<file path="config.mk">
export PLATFORM = sky130hd
export DESIGN_NAME = nfha_ctrl
export DESIGN_NICKNAME = d
export VERILOG_FILES = /design/src/hdl/nfha_pkg.sv /design/src/hdl/nfha_ctrl.sv
export SDC_FILE = /design/constraint.sdc
export NUM_CORES = 1
export LEC_CHECK = 0
export ABC_CLOCK_PERIOD_IN_PS = 1400
export BUFFER_PORTS_ARGS = -buffer_cell sky130_fd_sc_hd__buf_2
export CORE_AREA = 2 2 39 41
export CTS_CLUSTER_DIAMETER = 120
export DETAILED_ROUTE_END_ITERATION = 6
export DIE_AREA = 0 0 41 43
export PLACE_DENSITY_LB_ADDON = 0.1
export SKIP_LAST_GASP = 1
export SLEW_MARGIN = 20
export SYNTH_ARGS = -nofsm -noshare
export SYNTH_HDL_FRONTEND = slang
export SYNTH_SLANG_ARGS = --single-unit
</file>
<file path="constraint.sdc">
create_clock -name clk_i -period 1.4 [get_ports clk_i]
set_input_delay 0.14 -clock clk_i [delete_from_list [all_inputs] [get_ports clk_i]]
set_output_delay 0.14 -clock clk_i [all_outputs]
set_load 0.01 [all_outputs]
</file>
<file path="src/hdl/nfha_pkg.sv">
// Shared types and constants for the next-fit heap allocator.
// Used by the controller, the datapath and the top level.
`default_nettype none
package nfha_pkg;

  localparam int unsigned HEAP_BYTES = 1024;
  localparam int unsigned AW = $clog2(HEAP_BYTES);
  localparam int unsigned LW = AW + 1;
  localparam int unsigned SW = AW + 2;
  localparam int unsigned EW = LW + 2;

  typedef struct packed {
    logic          mark;
    logic          used;
    logic [LW-1:0] len;
  } entry_t;

  typedef enum logic [3:0] {
    OP_NONE,
    OP_CLR,
    OP_LOAD,
    OP_FAIL,
    OP_A_START,
    OP_A_SEL,
    OP_A_EVAL,
    OP_A_SPLIT,
    OP_F_CHK,
    OP_F_SUCC,
    OP_F_ZSUCC,
    OP_F_WALK0,
    OP_F_WALK,
    OP_F_ZAT,
    OP_OUT
  } op_e;

  typedef struct packed {
    op_e op;
  } cmd_t;

  typedef struct packed {
    logic clr_last;
    logic in_kind;
    logic size_zero;
    logic fit;
    logic exact;
    logic wrap_end;
    logic f_bad;
    logic succ_in;
    logic succ_free;
    logic at_zero;
    logic hit;
    logic prev_free;
    logic walk_end;
    logic out_free;
  } sts_t;

endpackage
`default_nettype wire

</file>
<file path="src/hdl/nfha_ctrl.sv">
// Sequencer for allocate, free and the clearing pass.
// Depends on nfha_pkg; drives the datapath by command, reads its status.
`default_nettype none
module nfha_ctrl
  import nfha_pkg::*;
(
  input  wire logic clk_i,
  input  wire logic rst_ni,
  input  wire logic in_valid_i,
  output logic      in_ready_o,
  input  wire sts_t sts_i,
  output cmd_t      cmd_o
);

  localparam logic [3:0] S_CLR    = 4'd0;
  localparam logic [3:0] S_IDLE   = 4'd1;
  localparam logic [3:0] S_AREAD  = 4'd2;
  localparam logic [3:0] S_ASEL   = 4'd3;
  localparam logic [3:0] S_AEVAL  = 4'd4;
  localparam logic [3:0] S_ASPLIT = 4'd5;
  localparam logic [3:0] S_FCHK   = 4'd6;
  localparam logic [3:0] S_FSUCC  = 4'd7;
  localparam logic [3:0] S_FZSUCC = 4'd8;
  localparam logic [3:0] S_FWALK0 = 4'd9;
  localparam logic [3:0] S_FWALK  = 4'd10;
  localparam logic [3:0] S_FZAT   = 4'd11;
  localparam logic [3:0] S_OUT    = 4'd12;

  logic [3:0] state_q, state_d;

  always_ff @(posedge clk_i or negedge rst_ni) begin
    if (!rst_ni) begin
      state_q <= S_CLR;
    end else begin
      state_q <= state_d;
    end
  end

  assign in_ready_o = (state_q == S_IDLE);

  always_comb begin
    state_d = state_q;
    cmd_o.op = OP_NONE;
    unique case (state_q)
      S_CLR: begin
        cmd_o.op = OP_CLR;
        if (sts_i.clr_last) state_d = S_IDLE;
      end
      S_IDLE: begin
        if (in_valid_i) begin
          cmd_o.op = OP_LOAD;
          state_d = sts_i.in_kind ? S_FCHK : S_AREAD;
        end
      end
      S_AREAD: begin
        if (sts_i.size_zero) begin
          cmd_o.op = OP_FAIL;
          state_d = S_OUT;
        end else begin
          cmd_o.op = OP_A_START;
          state_d = S_ASEL;
        end
      end
      S_ASEL: begin
        cmd_o.op = OP_A_SEL;
        state_d = S_AEVAL;
      end
      S_AEVAL: begin
        cmd_o.op = OP_A_EVAL;
        priority if (sts_i.fit) state_d = sts_i.exact ? S_OUT : S_ASPLIT;
        else if (sts_i.wrap_end) state_d = S_OUT;
        else state_d = S_AEVAL;
      end
      S_ASPLIT: begin
        cmd_o.op = OP_A_SPLIT;
        state_d = S_OUT;
      end
      S_FCHK: begin
        cmd_o.op = OP_F_CHK;
        priority if (sts_i.f_bad) state_d = S_OUT;
        else if (sts_i.succ_in) state_d = S_FSUCC;
        else state_d = S_FWALK0;
      end
      S_FSUCC: begin
        cmd_o.op = OP_F_SUCC;
        state_d = sts_i.succ_free ? S_FZSUCC : S_FWALK0;
      end
      S_FZSUCC: begin
        cmd_o.op = OP_F_ZSUCC;
        state_d = S_FWALK0;
      end
      S_FWALK0: begin
        cmd_o.op = OP_F_WALK0;
        state_d = sts_i.at_zero ? S_OUT : S_FWALK;
      end
      S_FWALK: begin
        cmd_o.op = OP_F_WALK;
        priority if (sts_i.hit && sts_i.prev_free) state_d = S_FZAT;
        else if (sts_i.hit || sts_i.walk_end) state_d = S_OUT;
        else state_d = S_FWALK;
      end
      S_FZAT: begin
        cmd_o.op = OP_F_ZAT;
        state_d = S_OUT;
      end
      S_OUT: begin
        cmd_o.op = OP_OUT;
        if (sts_i.out_free) state_d = S_IDLE;
      end
      default: state_d = S_IDLE;
    endcase
  end

endmodule
`default_nettype wire

</file>
Yosys cells after proc, flatten, opt, wreduce, memory -nomap -nowiden
Index checks and enable logic that the tools add are counted.
{"block": "op_classes", "n_eq_ne": 15, "mux": 18, "n_reduce_logical": 5}
{"cell": "one-hot mux 4 bit (13 select lines)", "n": 1}
{"cell": "one-hot mux 4 bit (12 select lines)", "n": 1}
{"cell": "two-way mux 4 bit", "n": 9}
{"cell": "== test 4 bit (second input constant)", "n": 5}
{"cell": "== test 4 x 3 -> 1 bit (second input constant)", "n": 4}
{"cell": "two-way mux 3 bit", "n": 5}
{"cell": "== test 4 x 2 -> 1 bit (second input constant)", "n": 2}
{"cell": "inequality test 2 bit (second input constant)", "n": 3}
{"cell": "== test 4 x 1 -> 1 bit (second input constant)", "n": 1}
{"cell": "logical NOT 4 bit", "n": 1}
{"cell": "AND reduction 3 bit", "n": 1}
{"cell": "two-way mux 2 bit", "n": 1}
{"cell": "OR reduction 2 bit", "n": 1}
{"cell": "logical AND 1 bit", "n": 1}
{"cell": "logical OR 1 bit", "n": 1}
{"cell": "two-way mux 1 bit", "n": 1}
{"block": "totals", "regBits": 4, "in_bits": 17, "output_inout_bits": 5, "elab_cells": 39}

Logic depth before layout (Yosys ltp)
{"block": "logic_depth", "ltp_word": 4, "ltp_mapped": 5, "mapped_depth_nobuf": 4}

Worst setup path before layout
No wires, ideal clock.
{"block": "synth_path", "path_type": "reg2out", "startpoint": "register state_q[1]", "endpoint": "output cmd_o[0] (netlist bit)", "t_arrival_ns": 1.148, "t_required_ns": 1.260, "slack_ns": 0.112, "path_stages_with_launch": 6, "n_path_buf": 2, "path_cell_list": "dfrtp_1 > buf_4 > buf_4 > a21oi_1 > nor2_1 > a211oi_1"}
{"item": "from (decl)", "line": "nfha_ctrl.sv:29", "text": "logic [3:0] state_q, state_d;"}
{"item": "from (signal assigned)", "line": "nfha_ctrl.sv:35", "text": "state_q <= state_d;"}
{"item": "to (decl)", "line": "nfha_ctrl.sv:12", "text": "output cmd_t cmd_o"}

==> flow_summary.ini <==
[synth]
ys_types = 30
synth-edff-count = 0
yosysWarnings = 0
yosysTopAreaCell = dfrtp_1
synth_common_cells = nor2_1, nand2_1, o21ai_0, a21oi_1
synthArstFlopShare_pct = 100
ys_seq_area_share_pct = 18.7
synthTopCellsByArea = dfrtp_1, nor2_1, mux2i_1
synth-seq-cells = 4
syn_avg_cell_area_um2 = 6.94
synth_top_cell_area_share_pct = 18.7
yosys_most_used_dff = dfrtp_1
synth_nets = 94
synth.most_common_cell = nor2_1
syn_inst = 77
syn_area_um2 = 534

[floorplan]
die_h_um = 43
num_rows = 14
core_um2 = 1380
initial_core_util_pct = 38.6
dieArea_um2 = 1760
die_w_um = 41
ios = 22

[worst_setup_path]
required_ns = 1.26
crit_path_start_kind = flip-flop
reg2reg_slack_ns = 0.06
cp_max_fo = 5
crit_path_end_kind = output port
arrival_ns = 1.28
crit_type = reg -> out

[hold_path]
min_path_type = in -> async

[global_route]
grt_antenna_before_repair = 0
grt_pass1_vias = 601
grt_max_degree = 16
grt_usage_pct = 20.7
grt_pass1_wl_mm = 2.44
gr-total-overflow = 0

[place]
gp_congestion = 0.877
placed_area_um2 = 672
placed_cells = 115
portBuffers = 21
post-dp-hpwl_mm = 1.04

[timing]
min_period_over_period_pct = 101
tightestPinTransition_ns = 0.239
hold_violations = 0
tns_ns = -0.0194
slew_violations = 0
period_minus_slack_ns = 1.42
grt_setup_unrepaired = true
clock_skew_ns = 0.00677
worst_slack_ns = -0.0194
relSlewSlack_pct = 84.0
fmax_ghz = 0.705
setup_viol = 1

[final_layout]
design_area_um2 = 816
largest_register_ffs = 4
drive_gt1_share_pct = 44.4
largestRegisters = state_q x4
final_cells = 124
num-nets-final = 127
largest_register = state_q
fin_util_pct = 59.0
syn_to_final_growth_pct = 52.7
n_antenna_cell = 0

[routing]
vias_per_cell = 5.27
antenna_left = 0
drt_wl_total_mm = 1.45
vias = 653
drc = 0
first_pass_iters = 4
detail_route.wl_per_cell_um = 11.7
dr.first_iter.drc_count = 10

[clocking]
clk_latency_ns = 0.23
cts_sinks = 4
cts.htree.levels = 1
clk_pin_slew_ns = 0.04
cts-root-buf = clkbuf_4
clock_path_buffers = 2
cts_made_buffers = 3
cts_tree = yes

[pwr]
pwr-share-clk_pct = 8.1
p_leak_nw = 0.379
vdd_drop_max_uv = 1290
p_comb_share_pct = 76.1
pwr_density_cell_nw_per_um2 = 2110
sw_frac_of_total_pct = 44.6
sequentialPowerShare_pct = 15.8
power.total_mw = 1.72
internal_power_uw = 955
power_switching_uw = 768

[status]
violations = setup timing
status = complete, but fails checks

[job]
maxCapViolations = 0
==> cell usage in the layout, fill, tap and decap left out, drive strengths merged, types with 2 or more instances in the layout <==
cell type / n
nor2: 10
clkbuf: 3
mux2i: 3
a21oi: 5
nor3: 4
o31ai: 2
and2: 2
nand2b: 4
nand2: 6
nor2b: 3
a22oi: 2
inv: 4
nand3: 2
a31oi: 3
dfrtp: 4
o21ai: 8
buf: 32
==> power by group through the flow <==
stage          Clock (mW)  Combinational [mW]  Sequential [mW]
2_1_floorplan           0               0.735            0.230
3_3_place_gp            0               0.979            0.293
3_5_place_dp            0               0.971            0.291
4_1_cts             0.151                1.16            0.255
5_1_grt             0.161                1.46            0.281
6_report            0.140                1.31            0.272
==> cell type report <==
class                      count  area (µm²)
fill                         138         568
multi-input combinational     64         417
timing repair buffer          33         238
sequential                     4         104
clock buffer                   3        22.5
tap                           16        20.0
inverter                       4        15.0
==> critical path, stage by stage (launching register included) <==
cell and delay [ns]:
dfrtp_2 0.45, or2b_1 0.28, a211oi_2 0.17, buf_2 0.15
==> per-stage QoR <==
step                hold slack, ns  worst slack [ns]
finish                       0.236           -0.0194
global route                 0.227            -0.111
CTS                          0.223           -0.0170
detailed placement         -0.0552            0.0487
global placement           -0.0546            0.0292
floorplan                   -0.156             0.112
==> cell families (layout without fill, tap and decap cells) <==
family | after synthesis | after routing | share of synthesized area (%)
DFF | 4 | 4 | 18.7
AOI/OAI and AO/OA | 26 | 26 | 30.2
and+or+nand+nor | 35 | 35 | 34.2
muxes | 3 | 3 | 5.62
buffers and inverters | 9 | 40 | 11.2
==> metal layers <==
metal	global-route usage, %	vias up	part of all wire (%)
met4	12.0	0	0.55
met2	28.4	17	50
met5	0	-	0
met3	6.28	2	4.0
met1	27.4	294	45
li1	-	340	-
==> repair_timing <==
action                     4_1_cts  5_1_grt
pin swaps                        1        5
gates resized for setup          5       13
setup endpoints to repair        5        7
hold buffers                     1        0
hold endpoints to repair         4        0
buffers inserted                 4        1
==> worst paths after layout <==
check	from	to	cells after the start
min	rst_ni	state_q[0]	2
max reg2reg	state_q[2]	state_q[2]	6
max in group asynchronous	rst_ni	state_q[1]	2
max	state_q[2]	cmd_o[0]	3
min reg2reg	state_q[0]	state_q[3]	2
min in group clk_i	sts_i[4]	state_q[1]	4
Power figures use the tool's default switching activity.
